==> src/design/tgfr_pkg.sv <==
// Shared constants, types and helpers of the telemetry group frame receiver.
`default_nettype none
package tgfr_pkg;

   localparam int STATUS_GROUP_SIZE  = 16;
   localparam int MEASURE_GROUP_SIZE = 16;
   localparam int GROUP_COUNT        = 4;
   localparam int GROUP_W            = $clog2(GROUP_COUNT);

   localparam int STORE_DEPTH = 32;
   localparam int STORE_AW    = $clog2(STORE_DEPTH);
   localparam int MEM_AW      = STORE_AW + 1;
   localparam int MEM_DEPTH   = 2 * STORE_DEPTH;

   localparam int BYTE_W      = 8;
   localparam int CMD_W       = 3;
   localparam int TIMER_W     = 24;
   localparam int CSR_DATA_W  = 24;
   localparam int CSR_INDEX_W = 1;

   localparam int QUEUE_DEPTH = 3;
   localparam int QPTR_W      = $clog2(QUEUE_DEPTH);
   localparam int QCNT_W      = $clog2(QUEUE_DEPTH + 1);

   localparam logic [BYTE_W-1:0] TYPE_STATUS1  = 8'h0C;
   localparam logic [BYTE_W-1:0] TYPE_STATUS2  = 8'h1C;
   localparam logic [BYTE_W-1:0] TYPE_MEAS1    = 8'h05;
   localparam logic [BYTE_W-1:0] TYPE_MEAS2    = 8'h15;
   localparam logic [BYTE_W-1:0] TYPE_POSITION = 8'h03;
   localparam logic [BYTE_W-1:0] HEADER_BYTES  = 8'h04;

   localparam logic [BYTE_W-1:0] STATUS_LIMIT  = BYTE_W'(STATUS_GROUP_SIZE) + HEADER_BYTES;
   localparam logic [BYTE_W-1:0] MEASURE_LIMIT = BYTE_W'(MEASURE_GROUP_SIZE) + HEADER_BYTES;

   localparam logic [TIMER_W-1:0] TIMEOUT_RESET = TIMER_W'(1000);
   localparam logic               SECOND_RESET  = 1'b1;

   typedef enum logic [CMD_W-1:0] {
      CMD_BYTE  = 3'd0,
      CMD_TICK  = 3'd1,
      CMD_POLL  = 3'd2,
      CMD_CLEAR = 3'd3,
      CMD_READ  = 3'd4
   } cmd_type;

   typedef enum logic [CSR_INDEX_W-1:0] {
      CSR_TIMEOUT = 1'b0,
      CSR_SECOND  = 1'b1
   } csr_index_type;

   typedef struct packed {
      logic               hit;
      logic [GROUP_W-1:0] group;
   } group_sel_type;

   typedef struct packed {
      logic              we;
      logic [MEM_AW-1:0] waddr;
      logic [BYTE_W-1:0] wdata;
      logic              re;
      logic [MEM_AW-1:0] raddr;
   } mem_req_type;

   typedef struct packed {
      logic                   valid;
      logic                   frame_done;
      logic                   is_read;
      logic [GROUP_COUNT-1:0] invalid_flags;
      logic [GROUP_COUNT-1:0] timers_running;
   } stage_type;

   typedef struct packed {
      logic                   frame_done;
      logic [BYTE_W-1:0]      read_value;
      logic [GROUP_COUNT-1:0] invalid_flags;
      logic [GROUP_COUNT-1:0] timers_running;
   } result_type;

   // Group type byte to group number.
   function automatic group_sel_type group_of_type(input logic [BYTE_W-1:0] t);
      group_sel_type sel;
      sel = '0;
      case (t)
         TYPE_STATUS1: begin
            sel.hit = 1'b1; sel.group = 2'd0;
         end
         TYPE_STATUS2: begin
            sel.hit = 1'b1; sel.group = 2'd1;
         end
         TYPE_MEAS1: begin
            sel.hit = 1'b1; sel.group = 2'd2;
         end
         TYPE_MEAS2: begin
            sel.hit = 1'b1; sel.group = 2'd3;
         end
         default: begin
            sel = '0;
         end
      endcase
      return sel;
   endfunction

endpackage
`default_nettype wire

==> src/design/tgfr_if.sv <==
// Item channel interfaces: command input and result output.
`default_nettype none
interface tgfr_req_if;
   import tgfr_pkg::*;
   logic                valid;
   logic                ready;
   logic [CMD_W-1:0]    cmd;
   logic [BYTE_W-1:0]   rx_byte;
   logic [GROUP_W-1:0]  group_index;
   logic                read_table;
   logic [STORE_AW-1:0] read_index;
   modport source (output valid, cmd, rx_byte, group_index, read_table, read_index,
                   input ready);
   modport sink   (input valid, cmd, rx_byte, group_index, read_table, read_index,
                   output ready);
endinterface

interface tgfr_rsp_if;
   import tgfr_pkg::*;
   logic                   valid;
   logic                   ready;
   logic                   frame_done;
   logic [BYTE_W-1:0]      read_value;
   logic [GROUP_COUNT-1:0] invalid_flags;
   logic [GROUP_COUNT-1:0] timers_running;
   modport source (output valid, frame_done, read_value, invalid_flags, timers_running,
                   input ready);
   modport sink   (input valid, frame_done, read_value, invalid_flags, timers_running,
                   output ready);
endinterface
`default_nettype wire

==> src/design/tgfr_mem.sv <==
// Status and measurement store: one 64-byte memory, registered read, per-entry valid bits.
`default_nettype none
module tgfr_mem (
   input  logic                      clock,
   input  logic                      reset,
   input  tgfr_pkg::mem_req_type     mem_req,
   output logic [tgfr_pkg::BYTE_W-1:0] rd_data
);
   import tgfr_pkg::*;

   logic [BYTE_W-1:0]    store_ff [MEM_DEPTH];
   logic [MEM_DEPTH-1:0] valid_ff;
   logic [MEM_DEPTH-1:0] valid_in;
   logic [BYTE_W-1:0]    rd_data_ff;
   logic                 rd_valid_ff;

   // Entries never written read as zero.
   always_comb begin
      valid_in = valid_ff;
      if (mem_req.we) begin
         valid_in[mem_req.waddr] = 1'b1;
      end
   end

   always_ff @(posedge clock) begin
      if (mem_req.we) begin
         store_ff[mem_req.waddr] <= mem_req.wdata;
      end
      if (mem_req.re) begin
         rd_data_ff <= store_ff[mem_req.raddr];
      end
   end

   always_ff @(posedge clock) begin
      if (reset) begin
         valid_ff    <= '0;
         rd_valid_ff <= 1'b0;
      end else begin
         valid_ff <= valid_in;
         if (mem_req.re) begin
            rd_valid_ff <= valid_ff[mem_req.raddr];
         end
      end
   end

   assign rd_data = rd_valid_ff ? rd_data_ff : '0;

endmodule
`default_nettype wire

==> src/design/tgfr_ctrl.sv <==
// Frame parser, group validity timers and config registers; issues store accesses.
`default_nettype none
module tgfr_ctrl (
   input  logic                            clock,
   input  logic                            reset,
   input  logic                            accept,
   input  logic [tgfr_pkg::CMD_W-1:0]      cmd,
   input  logic [tgfr_pkg::BYTE_W-1:0]     rx_byte,
   input  logic [tgfr_pkg::GROUP_W-1:0]    group_index,
   input  logic                            read_table,
   input  logic [tgfr_pkg::STORE_AW-1:0]   read_index,
   input  logic                            csr_we,
   input  logic [tgfr_pkg::CSR_INDEX_W-1:0] csr_index,
   input  logic [tgfr_pkg::CSR_DATA_W-1:0] csr_wdata,
   output tgfr_pkg::mem_req_type           mem_req,
   output tgfr_pkg::stage_type             stage
);
   import tgfr_pkg::*;

   logic                   awaiting_ff, awaiting_in;
   logic [BYTE_W-1:0]      byte_position_ff, byte_position_in;
   logic [BYTE_W-1:0]      frame_length_ff, frame_length_in;
   logic [BYTE_W-1:0]      frame_type_ff, frame_type_in;
   logic [BYTE_W-1:0]      data_limit_ff, data_limit_in;
   logic [TIMER_W-1:0]     timer_ff [GROUP_COUNT];
   logic [TIMER_W-1:0]     timer_in [GROUP_COUNT];
   logic [GROUP_COUNT-1:0] running_ff, running_in;
   logic [GROUP_COUNT-1:0] invalid_ff, invalid_in;
   logic [TIMER_W-1:0]     timeout_ff, timeout_in;
   logic                   second_ff, second_in;
   stage_type              stage_ff, stage_in;

   group_sel_type          rx_sel;
   group_sel_type          ft_sel;
   logic [BYTE_W-1:0]      pos_next;
   logic [BYTE_W:0]        store_idx;
   logic [BYTE_W:0]        slot_base;
   logic [GROUP_COUNT-1:0] arm_mask;

   assign rx_sel   = group_of_type(rx_byte);
   assign ft_sel   = group_of_type(frame_type_ff);
   assign pos_next = byte_position_ff + 8'd1;

   // Second group of a kind lands in the upper half of its store.
   always_comb begin
      slot_base = '0;
      if (ft_sel.group[0]) begin
         slot_base = ft_sel.group[1] ? (BYTE_W+1)'(MEASURE_GROUP_SIZE)
                                     : (BYTE_W+1)'(STATUS_GROUP_SIZE);
      end
   end
   assign store_idx = {1'b0, byte_position_ff - HEADER_BYTES} + slot_base;

   always_comb begin
      arm_mask = '0;
      arm_mask[group_index] = 1'b1;
      if (group_index == '0 && second_ff) begin
         arm_mask[1] = 1'b1;
      end
   end

   always_comb begin
      awaiting_in      = awaiting_ff;
      byte_position_in = byte_position_ff;
      frame_length_in  = frame_length_ff;
      frame_type_in    = frame_type_ff;
      data_limit_in    = data_limit_ff;
      timer_in         = timer_ff;
      running_in       = running_ff;
      invalid_in       = invalid_ff;
      timeout_in       = timeout_ff;
      second_in        = second_ff;
      mem_req          = '0;
      stage_in         = '0;

      if (csr_we) begin
         case (csr_index_type'(csr_index))
            CSR_TIMEOUT: timeout_in = csr_wdata[TIMER_W-1:0];
            CSR_SECOND:  second_in  = csr_wdata[0];
            default: begin
            end
         endcase
      end

      if (accept) begin
         case (cmd_type'(cmd))
            CMD_BYTE: begin
               if (awaiting_ff) begin
                  frame_length_in  = rx_byte;
                  byte_position_in = '0;
                  if (rx_byte == '0) begin
                     stage_in.frame_done = 1'b1;   // empty frame
                  end else begin
                     awaiting_in = 1'b0;
                  end
               end else begin
                  if (byte_position_ff == TYPE_POSITION) begin
                     frame_type_in = rx_byte;
                     if (rx_sel.hit) begin
                        invalid_in[rx_sel.group] = 1'b0;
                        running_in[rx_sel.group] = 1'b0;
                        timer_in[rx_sel.group]   = '0;
                        data_limit_in = rx_sel.group[1] ? MEASURE_LIMIT : STATUS_LIMIT;
                     end
                  end else if (byte_position_ff > TYPE_POSITION &&
                               byte_position_ff < data_limit_ff &&
                               ft_sel.hit && store_idx < (BYTE_W+1)'(STORE_DEPTH)) begin
                     mem_req.we    = 1'b1;
                     mem_req.waddr = {ft_sel.group[1], store_idx[STORE_AW-1:0]};
                     mem_req.wdata = rx_byte;
                  end
                  byte_position_in = pos_next;
                  if (pos_next == frame_length_ff) begin
                     awaiting_in         = 1'b1;
                     stage_in.frame_done = 1'b1;
                  end
               end
            end
            CMD_TICK: begin
               for (int g = 0; g < GROUP_COUNT; g++) begin
                  if (running_ff[g]) begin
                     if (timer_ff[g] <= TIMER_W'(1)) begin
                        timer_in[g]   = '0;
                        running_in[g] = 1'b0;
                        invalid_in[g] = 1'b1;
                     end else begin
                        timer_in[g] = timer_ff[g] - TIMER_W'(1);
                     end
                  end
               end
            end
            CMD_POLL: begin
               for (int g = 0; g < GROUP_COUNT; g++) begin
                  if (arm_mask[g] && !running_ff[g]) begin
                     timer_in[g]   = timeout_ff;
                     running_in[g] = 1'b1;
                  end
               end
            end
            CMD_CLEAR: begin
               for (int g = 0; g < GROUP_COUNT; g++) begin
                  timer_in[g] = '0;
               end
               running_in = '0;
               invalid_in = '0;
            end
            CMD_READ: begin
               mem_req.re       = 1'b1;
               mem_req.raddr    = {read_table, read_index};
               stage_in.is_read = 1'b1;
            end
            default: begin
            end
         endcase
         stage_in.valid          = 1'b1;
         stage_in.invalid_flags  = invalid_in;
         stage_in.timers_running = running_in;
      end
   end

   always_ff @(posedge clock) begin
      if (reset) begin
         awaiting_ff      <= 1'b1;
         byte_position_ff <= '0;
         frame_length_ff  <= '0;
         frame_type_ff    <= '0;
         data_limit_ff    <= '0;
         for (int g = 0; g < GROUP_COUNT; g++) begin
            timer_ff[g] <= '0;
         end
         running_ff <= '0;
         invalid_ff <= '0;
         timeout_ff <= TIMEOUT_RESET;
         second_ff  <= SECOND_RESET;
         stage_ff   <= '0;
      end else begin
         awaiting_ff      <= awaiting_in;
         byte_position_ff <= byte_position_in;
         frame_length_ff  <= frame_length_in;
         frame_type_ff    <= frame_type_in;
         data_limit_ff    <= data_limit_in;
         timer_ff         <= timer_in;
         running_ff       <= running_in;
         invalid_ff       <= invalid_in;
         timeout_ff       <= timeout_in;
         second_ff        <= second_in;
         stage_ff         <= stage_in;
      end
   end

   assign stage = stage_ff;

endmodule
`default_nettype wire

==> src/design/tgfr_outq.sv <==
// Three-entry result queue between the store read stage and the output channel.
`default_nettype none
module tgfr_outq (
   input  logic                          clock,
   input  logic                          reset,
   input  logic                          push,
   input  tgfr_pkg::result_type          push_data,
   input  logic                          pop_ready,
   output logic                          out_valid,
   output tgfr_pkg::result_type          out_data,
   output logic [tgfr_pkg::QCNT_W-1:0]   count
);
   import tgfr_pkg::*;

   result_type         entry_ff [QUEUE_DEPTH];
   logic [QPTR_W-1:0]  head_ff, head_in;
   logic [QPTR_W-1:0]  tail_ff, tail_in;
   logic [QCNT_W-1:0]  count_ff, count_in;
   logic               pop;

   assign out_valid = (count_ff != '0);
   assign out_data  = entry_ff[head_ff];
   assign pop       = out_valid && pop_ready;
   assign count     = count_ff;

   always_comb begin
      head_in  = head_ff;
      tail_in  = tail_ff;
      count_in = count_ff;
      if (push) begin
         tail_in = (tail_ff == QPTR_W'(QUEUE_DEPTH - 1)) ? '0 : tail_ff + QPTR_W'(1);
      end
      if (pop) begin
         head_in = (head_ff == QPTR_W'(QUEUE_DEPTH - 1)) ? '0 : head_ff + QPTR_W'(1);
      end
      if (push && !pop) begin
         count_in = count_ff + QCNT_W'(1);
      end else if (pop && !push) begin
         count_in = count_ff - QCNT_W'(1);
      end
   end

   always_ff @(posedge clock) begin
      if (push) begin
         entry_ff[tail_ff] <= push_data;
      end
   end

   always_ff @(posedge clock) begin
      if (reset) begin
         head_ff  <= '0;
         tail_ff  <= '0;
         count_ff <= '0;
      end else begin
         head_ff  <= head_in;
         tail_ff  <= tail_in;
         count_ff <= count_in;
      end
   end

endmodule
`default_nettype wire

==> src/design/telemetry_group_frame_receiver_top.sv <==
// Result path: an accepted item is registered in the control stage and store read, then in the result queue.
// Throughput: 1 item per cycle while ready is high; all state updates and the single store
//   access happen in the accept cycle; the 3-entry queue keeps input open in short stalls.
// Reset: synchronous, active high; clears parser, timers, flags, queue and store valid
//   bits at once (store reads as zero afterwards); config returns to 1000 ticks, two groups.
`default_nettype none
module telemetry_group_frame_receiver_top (
   input  logic                             clock,
   input  logic                             reset,
   tgfr_req_if.sink                         req_chan,
   tgfr_rsp_if.source                       rsp_chan,
   input  logic                             csr_we,
   input  logic [tgfr_pkg::CSR_INDEX_W-1:0] csr_index,
   input  logic [tgfr_pkg::CSR_DATA_W-1:0]  csr_wdata
);
   import tgfr_pkg::*;

   // Control path: decodes the item, updates parser and timer state, and
   // issues at most one store access (write for a data byte, read for cmd read).
   logic              accept;
   mem_req_type       mem_req;
   stage_type         stage;
   logic [BYTE_W-1:0] rd_data;

   // Output side
   result_type        push_data;
   result_type        q_data;
   logic              q_valid;
   logic [QCNT_W-1:0] q_count;
   logic [QCNT_W:0]   occupancy;

   // Items in the read stage plus items queued; the read stage always drains
   // into the queue, so accepting below queue depth can never overflow it.
   assign occupancy      = {1'b0, q_count} + (QCNT_W+1)'(stage.valid);
   assign req_chan.ready = occupancy < (QCNT_W+1)'(QUEUE_DEPTH);
   assign accept         = req_chan.valid && req_chan.ready;

   tgfr_ctrl u_ctrl (
      .clock       (clock),
      .reset       (reset),
      .accept      (accept),
      .cmd         (req_chan.cmd),
      .rx_byte     (req_chan.rx_byte),
      .group_index (req_chan.group_index),
      .read_table  (req_chan.read_table),
      .read_index  (req_chan.read_index),
      .csr_we      (csr_we),
      .csr_index   (csr_index),
      .csr_wdata   (csr_wdata),
      .mem_req     (mem_req),
      .stage       (stage)
   );

   // Each item makes its store access at its accept edge; a read always sees
   // every earlier write, so no forwarding is required.
   tgfr_mem u_mem (
      .clock   (clock),
      .reset   (reset),
      .mem_req (mem_req),
      .rd_data (rd_data)
   );

   // Read data only shows on read items; everything else reports zero.
   always_comb begin
      push_data.frame_done     = stage.frame_done;
      push_data.read_value     = stage.is_read ? rd_data : '0;
      push_data.invalid_flags  = stage.invalid_flags;
      push_data.timers_running = stage.timers_running;
   end

   tgfr_outq u_outq (
      .clock     (clock),
      .reset     (reset),
      .push      (stage.valid),
      .push_data (push_data),
      .pop_ready (rsp_chan.ready),
      .out_valid (q_valid),
      .out_data  (q_data),
      .count     (q_count)
   );

   assign rsp_chan.valid          = q_valid;
   assign rsp_chan.frame_done     = q_data.frame_done;
   assign rsp_chan.read_value     = q_data.read_value;
   assign rsp_chan.invalid_flags  = q_data.invalid_flags;
   assign rsp_chan.timers_running = q_data.timers_running;

endmodule
`default_nettype wire

==> src/flat_wrapper.sv <==
// flat-port wrapper written by rule: the top's interface ports become plain ports
module telemetry_group_frame_receiver_top_flat import tgfr_pkg::*;
  (clock, reset, csr_we, csr_index, csr_wdata, req_chan_valid, req_chan_cmd, req_chan_rx_byte, req_chan_group_index, req_chan_read_table, req_chan_read_index, req_chan_ready, rsp_chan_valid, rsp_chan_frame_done, rsp_chan_read_value, rsp_chan_invalid_flags, rsp_chan_timers_running, rsp_chan_ready);
  tgfr_req_if req_chan_i ();
  tgfr_rsp_if rsp_chan_i ();
  input  logic clock;
  input  logic reset;
  input  logic csr_we;
  input  logic [tgfr_pkg::CSR_INDEX_W-1:0] csr_index;
  input  logic [tgfr_pkg::CSR_DATA_W-1:0] csr_wdata;
  input wire logic [$bits(req_chan_i.valid)-1:0] req_chan_valid;
  input wire logic [$bits(req_chan_i.cmd)-1:0] req_chan_cmd;
  input wire logic [$bits(req_chan_i.rx_byte)-1:0] req_chan_rx_byte;
  input wire logic [$bits(req_chan_i.group_index)-1:0] req_chan_group_index;
  input wire logic [$bits(req_chan_i.read_table)-1:0] req_chan_read_table;
  input wire logic [$bits(req_chan_i.read_index)-1:0] req_chan_read_index;
  output wire logic [$bits(req_chan_i.ready)-1:0] req_chan_ready;
  output wire logic [$bits(rsp_chan_i.valid)-1:0] rsp_chan_valid;
  output wire logic [$bits(rsp_chan_i.frame_done)-1:0] rsp_chan_frame_done;
  output wire logic [$bits(rsp_chan_i.read_value)-1:0] rsp_chan_read_value;
  output wire logic [$bits(rsp_chan_i.invalid_flags)-1:0] rsp_chan_invalid_flags;
  output wire logic [$bits(rsp_chan_i.timers_running)-1:0] rsp_chan_timers_running;
  input wire logic [$bits(rsp_chan_i.ready)-1:0] rsp_chan_ready;
  assign req_chan_i.valid = req_chan_valid;
  assign req_chan_i.cmd = req_chan_cmd;
  assign req_chan_i.rx_byte = req_chan_rx_byte;
  assign req_chan_i.group_index = req_chan_group_index;
  assign req_chan_i.read_table = req_chan_read_table;
  assign req_chan_i.read_index = req_chan_read_index;
  assign req_chan_ready = req_chan_i.ready;
  assign rsp_chan_valid = rsp_chan_i.valid;
  assign rsp_chan_frame_done = rsp_chan_i.frame_done;
  assign rsp_chan_read_value = rsp_chan_i.read_value;
  assign rsp_chan_invalid_flags = rsp_chan_i.invalid_flags;
  assign rsp_chan_timers_running = rsp_chan_i.timers_running;
  assign rsp_chan_i.ready = rsp_chan_ready;
  telemetry_group_frame_receiver_top u_core (.clock(clock), .reset(reset), .req_chan(req_chan_i), .rsp_chan(rsp_chan_i), .csr_we(csr_we), .csr_index(csr_index), .csr_wdata(csr_wdata));
endmodule
==> config.mk <==
export PLATFORM = sky130hd
export DESIGN_NAME = telemetry_group_frame_receiver_top_flat
export DESIGN_NICKNAME = d
export VERILOG_FILES = /design/src/design/tgfr_pkg.sv /design/src/design/tgfr_if.sv /design/src/design/tgfr_mem.sv /design/src/design/tgfr_ctrl.sv /design/src/design/tgfr_outq.sv /design/src/design/telemetry_group_frame_receiver_top.sv /design/src/flat_wrapper.sv
export SDC_FILE = /design/constraint.sdc
export NUM_CORES = 1
export LEC_CHECK = 0
export BUFFER_PORTS_ARGS = -buffer_cell sky130_fd_sc_hd__buf_2
export CORE_UTILIZATION = 49
export DETAILED_ROUTE_END_ITERATION = 16
export GPL_TIMING_DRIVEN = 0
export PLACE_DENSITY = 0.72
export SYNTH_ARGS = -nofsm -noshare
export SYNTH_HDL_FRONTEND = slang
export SYNTH_SLANG_ARGS = --single-unit
==> constraint.sdc <==
create_clock -name clock -period 11.9 [get_ports clock]
set_clock_uncertainty 0.15 [all_clocks]
set_input_delay 1.19 -clock clock [delete_from_list [all_inputs] [get_ports clock]]
set_output_delay 1.19 -clock clock [all_outputs]
set_load 0.1 [all_outputs]
Word-level counts from Yosys, hierarchy flattened
Memories as Yosys holds them, arrays and structs flattened. A register that Yosys moved wholly into a read port is not among the register bits.
Cells that the tools add are included.
Operators by class
  eq/ne operators: 27
  bitwise logic cells: 11
  add/sub/neg operators: 12
  mux-type cells: 83
  order comparisons: 17
  reductions and logical operators: 40
Operator list (count)
  one-hot mux 96 bit (4 select lines): 1
  2-to-1 mux 24 bit: 13
  2-to-1 mux 96 bit: 3
  AND 96 bit: 1
  less-or-equal comparator 24 x 1 -> 1 bit, second input constant: 4
  inverter 96 bit: 1
  subtractor 24 x 1 -> 24 bit, second input constant: 4
  OR 64 bit: 1
  2-to-1 mux 15 bit: 4
  demux 24 bit (select 2 bit): 1
  2-to-1 mux 1 bit: 34
  equality test 8 x 5 -> 1 bit, second input constant: 4
  AND reduction 7 bit: 4
  2-to-1 mux 4 bit: 6
  2-to-1 mux 8 bit: 3
  one-hot mux 3 bit (4 select lines): 2
  2-to-1 mux 22 bit: 1
  != test 2 bit, second input constant: 11
  equality test 8 x 3 -> 1 bit, second input constant: 2
  equality test 8 x 4 -> 1 bit, second input constant: 2
  logical AND 1 bit: 16
  one-hot mux 4 bit (4 select lines): 1
  < comparator 6 x 7 -> 1 bit, second input constant: 2
  2-to-1 mux 2 bit: 6
  44 further kinds: 63
Word-level totals
  memories kept: 2
  input bits: 49
  output and inout bits: 19
  RAM bits: 563
  bits in registers: 237
Memories
  u_core.u_mem.store_ff: words 64, width 8, rd ports 1, clocked after memory_dff 1, write ports 1, RTL line tgfr_mem.sv:11  | logic [BYTE_W-1:0] store_ff [MEM_DEPTH];
  u_core.u_outq.entry_ff: words 3, width 17, rd ports 1, clocked after memory_dff 1, write ports 1, RTL line tgfr_outq.sv:15  | result_type entry_ff [QUEUE_DEPTH];

Longest topological paths before layout
  depth after elaboration: 16
  mapped depth: 14
  depth with buffers taken out: 12

Modules after synthesis
From an unflattened synthesis, not the netlist that was laid out.
Second synthesis, totals
  cells, all modules: 2458
  area total of the unflattened synthesis: 34003.9 sq um
Modules (own cells, without submodules)
  tgfr_mem: area each 22436.5 sq um, sequential area each 16916.2 sq um, cells an instance 1096, times used 1
  tgfr_ctrl: area each 9287.7 sq um, sequential area each 3323.2 sq um, cells an instance 1211, times used 1
  tgfr_outq: area each 2189.6 sq um, sequential area each 1691.6 sq um, cells an instance 139, times used 1
  telemetry_group_frame_receiver_top: area each 90.1 sq um, sequential area each 0.0 sq um, cells an instance 12, times used 1

Worst setup path before layout
No wires, ideal clock.
  path kind: register to output
  from: reg with a tool-made name
  to: out rsp_chan_invalid_flags[2]
  data required time: 10.560 ns
  arrival: 3.384 ns
  path slack: 7.176 ns
  path buffers: 2
  stages on the path, launching flop included: 5
  cell sequence: dfxtp_1 -> clkbuf_1 -> clkbuf_1 -> mux2i_1 -> o21ai_0
RTL lines
  end: declaration: RTL line flat_wrapper.sv:21  | output wire logic [$bits(rsp_chan_i.invalid_flags)-1:0] rsp_chan_invalid_flags;

Worst setup path in the final report
  from: reg u_core.u_ctrl.stage_ff (netlist bit u_core.u_ctrl.stage[10])
  to: reg u_core.u_mem.rd_data_ff[4] (read register of u_core.u_mem.store_ff) (data pin)
On the way
  longest elaborated chain between the ends: 4
RTL lines
  start: declaration: RTL line tgfr_ctrl.sv:31  | stage_type stage_ff, stage_in;
  start signal: assignment: RTL line tgfr_ctrl.sv:187  | stage_ff <= stage_in;
  adder 2 x 1 -> 3 bit: RTL line telemetry_group_frame_receiver_top.sv:34  | assign occupancy = {1'b0, q_count} + (QCNT_W+1)'(stage.valid);
  < comparator 3 x 2 -> 1 bit: RTL line telemetry_group_frame_receiver_top.sv:35  | assign req_chan.ready = occupancy < (QCNT_W+1)'(QUEUE_DEPTH);
  logical AND 1 bit: RTL line telemetry_group_frame_receiver_top.sv:36  | assign accept = req_chan.valid && req_chan.ready;
  2-to-1 mux 22 bit: RTL line tgfr_ctrl.sv:85  | if (accept) begin
  end: declaration: RTL line tgfr_mem.sv:14  | logic [BYTE_W-1:0] rd_data_ff;
Every way passes these cells.
A chain may end at the register's enable or synchronous reset.

==> flow_results.org <==
** Timing
- Final worst slack :: 5.76 ns
- Static timing analysis puts the maximum clock frequency at approximately 0.16 GHz.
- Slew at the pin with the worst max-slew slack :: roughly 1.6 ns
- Minimum period implied by the final worst setup slack :: approximately 6 ns
- Of the available clock period, the critical path in the final layout requires 51.6%.
- The count of endpoints failing hold in the final timing report is 0.
- RSZ-0062 raised after global routing :: false
- Final hold analysis gives a worst-case slack of around 0.30 ns.
- Adding up every negative setup slack in the final design gives 0 ns.
- Slew Viols, Final :: 8
- Relative max-transition margin :: -10.9%
- Setup violations remaining at the end of the flow were counted as 0.

** Yosys
- Synth Net Count :: 2964
- Async set-or-reset flop fraction in the synthesized netlist :: 0%
- Most common cell in the netlist :: sky130_fd_sc_hd__edfxtp_1
- In the post-synthesis netlist, the biggest area contributors are sky130_fd_sc_hd__edfxtp_1 49%, sky130_fd_sc_hd__dfxtp_1 14%, sky130_fd_sc_hd__mux2i_1 4.8%, sky130_fd_sc_hd__nand2_1 3.0%, sky130_fd_sc_hd__a21oi_1 2.3%.
- Yosys mapped the design onto 86 distinct sky130hd cell types.
- Register bit total from synthesis :: 810
- The largest total area in the synthesized netlist belongs to sky130_fd_sc_hd__edfxtp_1.
- Proportion of synthesized chip area in sequential cells :: between 60% and 70%
- Top-area cell type share of the netlist area :: 49.4%
- The synthesized design contains approximately 570 enable-type register cells.
- For this run, the number of Yosys warnings is 0.
- In this run the cell area of the synthesized design comes to 0.0347 mm².
- Synth cell count leaders :: 571 x sky130_fd_sc_hd__edfxtp_1, 279 x sky130_fd_sc_hd__nand2_1, 239 x sky130_fd_sc_hd__dfxtp_1, 199 x sky130_fd_sc_hd__nor2_1, 167 x sky130_fd_sc_hd__mux2i_1
- For this run, the leading register cell type out of synthesis is sky130_fd_sc_hd__edfxtp_1.
- The average instance in the mapped netlist occupies ~12 µm².
- Synthesized instance count :: around 2900

** GRT
- Met2 Usage GRT :: 48.7%
- For met1 alone, demand over resource in global routing was approximately two fifths.
- Entering global routing, the biggest net connects 41 pins.
- Via count of the first global-routing pass :: around 25000
- For this run, the total global-route usage over all layers was measured as 31.5%.
- The initial antenna violation count was 5.
- Met3 routing resource usage after global routing :: under 10%
- In this run the most used layer during global routing was met2.
- The first global-routing pass estimated around 160000 µm of wire.
- Summed over all layers, the global routing overflow is 0.

** Die
- The total area inside the core boundary comes to ~0.070 mm².
- Once the floorplan was initialized, standard cells occupied ~50% of the core.
- Die Span Y :: between 200 and 300 µm
- Die area :: slightly above 0.07 mm²
- Floorplan die width :: between 200 and 300 µm
- IO Count :: 68
- After floorplanning, the core was divided into 97 placement rows.

** CTS
- Once the clock tree was built, the setup fixing pass inserted 0 buffers.
- Clock transition at the registers of the reported paths :: about 0.060 ns
- Clock latency on the worst-skew pair, taken at its later pin, is approximately 0.67 ns.
- TritonCTS created slightly above 80 clock buffers.
- Hold_buf cts :: 0
- The number of gates resized after CTS was 0.
- In this run the deepest clock path goes through 3 buffers.
- TritonCTS clock tree :: done
- The cell sitting at the root of the clock tree is a sky130_fd_sc_hd__clkbuf_16.
- Clock tree synthesis found a total of 810 sinks.
- In this run the number of H-tree levels came out at 3.

** Pwr
- The worst-case IR drop observed on VDD is around 0.17 mV.
- Per report_power, the sequential group accounts for between 40% and 50% of the total.
- Combinational share of power :: 8.7%
- Clock network fraction of design power :: between 40 and 50%
- Summed over all nets, the switching power comes to between 1500 and 2000 µW.
- Net switching is 24.9% of the power.
- In this run the static leakage power is around 0.013 µW.
- Power Internal :: 4680 µW
- For this design the ratio of total power to cell area is about 160 mW/mm².

** Setup path
- For the worst setup path, the data arrival time is between 6 and 7 ns.
- Counting both buffers and inverters, the worst setup path holds a total of 4.
- Crit-path leading delay family :: buffers and inverters
- Kind of end point of the critical path :: flop
- The largest single stage delay on the critical path is slightly below 0.9 ns.
- Along the worst path, the maximum fanout reaches 10.
- At the worst endpoint, the required time is 12.02 ns.
- Path type of the worst setup path :: reg -> reg
- Walking the worst path, the cells encountered are ha_1 > ha_1 > a21o_1 > clkinv_1 > buf_1 > and3_1 > clkbuf_1 > clkbuf_1 > o221ai_1 > nand2_1 > a311oi_1 > o21ai_0 > nand4_1.
- The slowest stage of the critical path belongs to the cell sky130_fd_sc_hd__clkbuf_1.
- The worst setup path is launched from a flop.

** Finish
- Final net count :: about 3100
- Cells fill between 50% and 60% of the core in the end.
- After the flow finishes, the layout carries non-filler instances totaling a little over 4000.
- The filler cells instantiated in the layout total approximately 5700.
- Share of final-layout standard cells stronger than drive strength 1 :: a little over a tenth
- The area growth from synthesis to layout is 13.6%.

** Run status
- The flow ran to the end, but the final reports show violations.
- Violations in the final reports :: max-capacitance violations, max-slew violations

** Job
- Maximum capacitance violations :: 1

** Detailed routing
- Violation count after the first detailed-routing iteration :: between 3000 and 4000
- Wire length reported by the detailed router :: 115000 µm
- Summing over every cut layer, the via total after detailed routing is roughly 27000.
- Drc violations :: 0
- Routed length per placed instance :: about 28 µm
- The first detailed-routing pass took 6 iterations.
- Antenna viol nets, final :: 0
- Using the TritonRoute via totals, the vias-per-cell ratio works out to 6.51.

** Placement
- At the end of routability-driven placement, the weighted congestion stood at roughly 1.0.
- Number of placed instances with taps included :: slightly below 4000
- DP HPWL :: about 80000 µm
- The count of buffers added on input and output ports is 59.
- Before CTS, the worst setup slack after placement is 5.98 ns.

** Worst hold path
- Hold crit path type :: reg -> reg
[sequential cells by signal, summed over array words and instances, names as in the netlist, 4 cells and up, named ones only]
signal / count
u_core.u_mem.valid_ff: 64
u_core.u_ctrl.frame_length_ff: 8
u_core.u_ctrl.timer_ff: 96
u_core.u_ctrl.byte_position_ff: 8
u_core.u_ctrl.stage: 11
u_core.u_mem.store_ff: 512
u_core.u_outq.entry_ff: 51
u_core.u_ctrl.invalid_ff: 4
u_core.u_ctrl.timeout_ff: 24
u_core.u_ctrl.running_ff: 4
u_core.u_mem.rd_data_ff: 8
u_core.u_ctrl.frame_type_ff: 8
[cells in the final DEF (no fill, tap or decap), types with 20 or more instances in the layout]
master and instances:
sky130_fd_sc_hd__inv_1 53, sky130_fd_sc_hd__o221ai_1 30, sky130_fd_sc_hd__a21oi_1 161, sky130_fd_sc_hd__a31oi_1 22, sky130_fd_sc_hd__nor3_1 59, sky130_fd_sc_hd__or3_1 34
sky130_fd_sc_hd__buf_2 80, sky130_fd_sc_hd__xnor2_1 20, sky130_fd_sc_hd__mux4_2 20, sky130_fd_sc_hd__nor3_2 28, sky130_fd_sc_hd__mux2i_1 167, sky130_fd_sc_hd__o211ai_1 23
sky130_fd_sc_hd__o22ai_1 40, sky130_fd_sc_hd__clkbuf_1 159, sky130_fd_sc_hd__o21ai_0 138, sky130_fd_sc_hd__edfxtp_1 571, sky130_fd_sc_hd__xor2_1 23, sky130_fd_sc_hd__nor4_1 24
sky130_fd_sc_hd__clkbuf_16 84, sky130_fd_sc_hd__nor2_1 197, sky130_fd_sc_hd__nand2_1 279, sky130_fd_sc_hd__buf_1 26, sky130_fd_sc_hd__a22o_1 24, sky130_fd_sc_hd__and3_1 23
sky130_fd_sc_hd__nand3_1 83, sky130_fd_sc_hd__dfxtp_1 239, sky130_fd_sc_hd__o21a_1 61
[routing by layer]
layer	share of wire [%]	routed length, µm	vias up
met3	12	13600	386
met5	0.079	91	-
met4	5.1	5860	5
li1	-	-	11300
met1	38	43800	13100
met2	45	51200	1744
[area by class of cell]
class	instances	area, µm²	area share [%]
Antenna cell	5	12.5	0.0317
Buffer	191	753	1.91
Clock buffer	106	2240	5.68
Clock inverter	45	517	1.31
Inverter	54	203	0.514
Multi-Input combinational cell	1842	12000	30.5
Sequential cell	810	21900	55.6
Tap cell	940	1180	2.98
Timing Repair Buffer	82	589	1.49
[power by group through the flow]
stage | Clock (µW) | Sequential, µW | Combinational [µW]
2_1_floorplan | 0 | 3080 | 379
3_3_place_gp | 0 | 3080 | 519
3_5_place_dp | 0 | 3080 | 526
4_1_cts | 2670 | 3020 | 528
5_1_grt | 2790 | 3020 | 565
6_report | 2670 | 3020 | 542
[metrics by stage]
stage | power (µW) | cell area, µm²
final | 6230 | 39400
after global routing | 6380 | 39400
after CTS | 6220 | 39400
after detailed placement | 3610 | 36600
after global placement | 3600 | 36200
after floorplan | 3460 | 34700
[logic make-up (layout without fill, tap and decap cells)]
group | after synthesis | count (layout) | synth area share (%)
AOI/OAI and AO/OA | 697 | 697 | 13.4
other | 0 | 5 | 0
DFF | 810 | 810 | 63.2
xor gates and xnor gates | 43 | 43 | 1.08
adders and majority gates | 18 | 18 | 0.649
muxes | 206 | 206 | 6.73
and+or+nand+nor | 878 | 878 | 12.2
buffers and inverters | 245 | 478 | 2.75
[path summary, 6_finish.rpt]
| path | startpoint | end | slack [ns] | cells after the start |
|---|---|---|---|---|
| max | u_core.u_ctrl.stage[10]$_SDFF_PP0_ | u_core.u_mem.rd_data_ff[4]$_DFFE_PP_ | 5.76 | 13 |
| min | u_core.u_ctrl.stage[6]$_SDFF_PP0_ | u_core.u_outq.entry_ff[1][6]$_DFFE_PP_ | 0.30 | 0 |
| max reg2reg | u_core.u_ctrl.stage[10]$_SDFF_PP0_ | u_core.u_mem.rd_data_ff[4]$_DFFE_PP_ | 5.76 | 13 |
| min reg2reg | u_core.u_ctrl.stage[6]$_SDFF_PP0_ | u_core.u_outq.entry_ff[1][6]$_DFFE_PP_ | 0.30 | 0 |
Note: power is estimated with default switching activity, not from simulation.
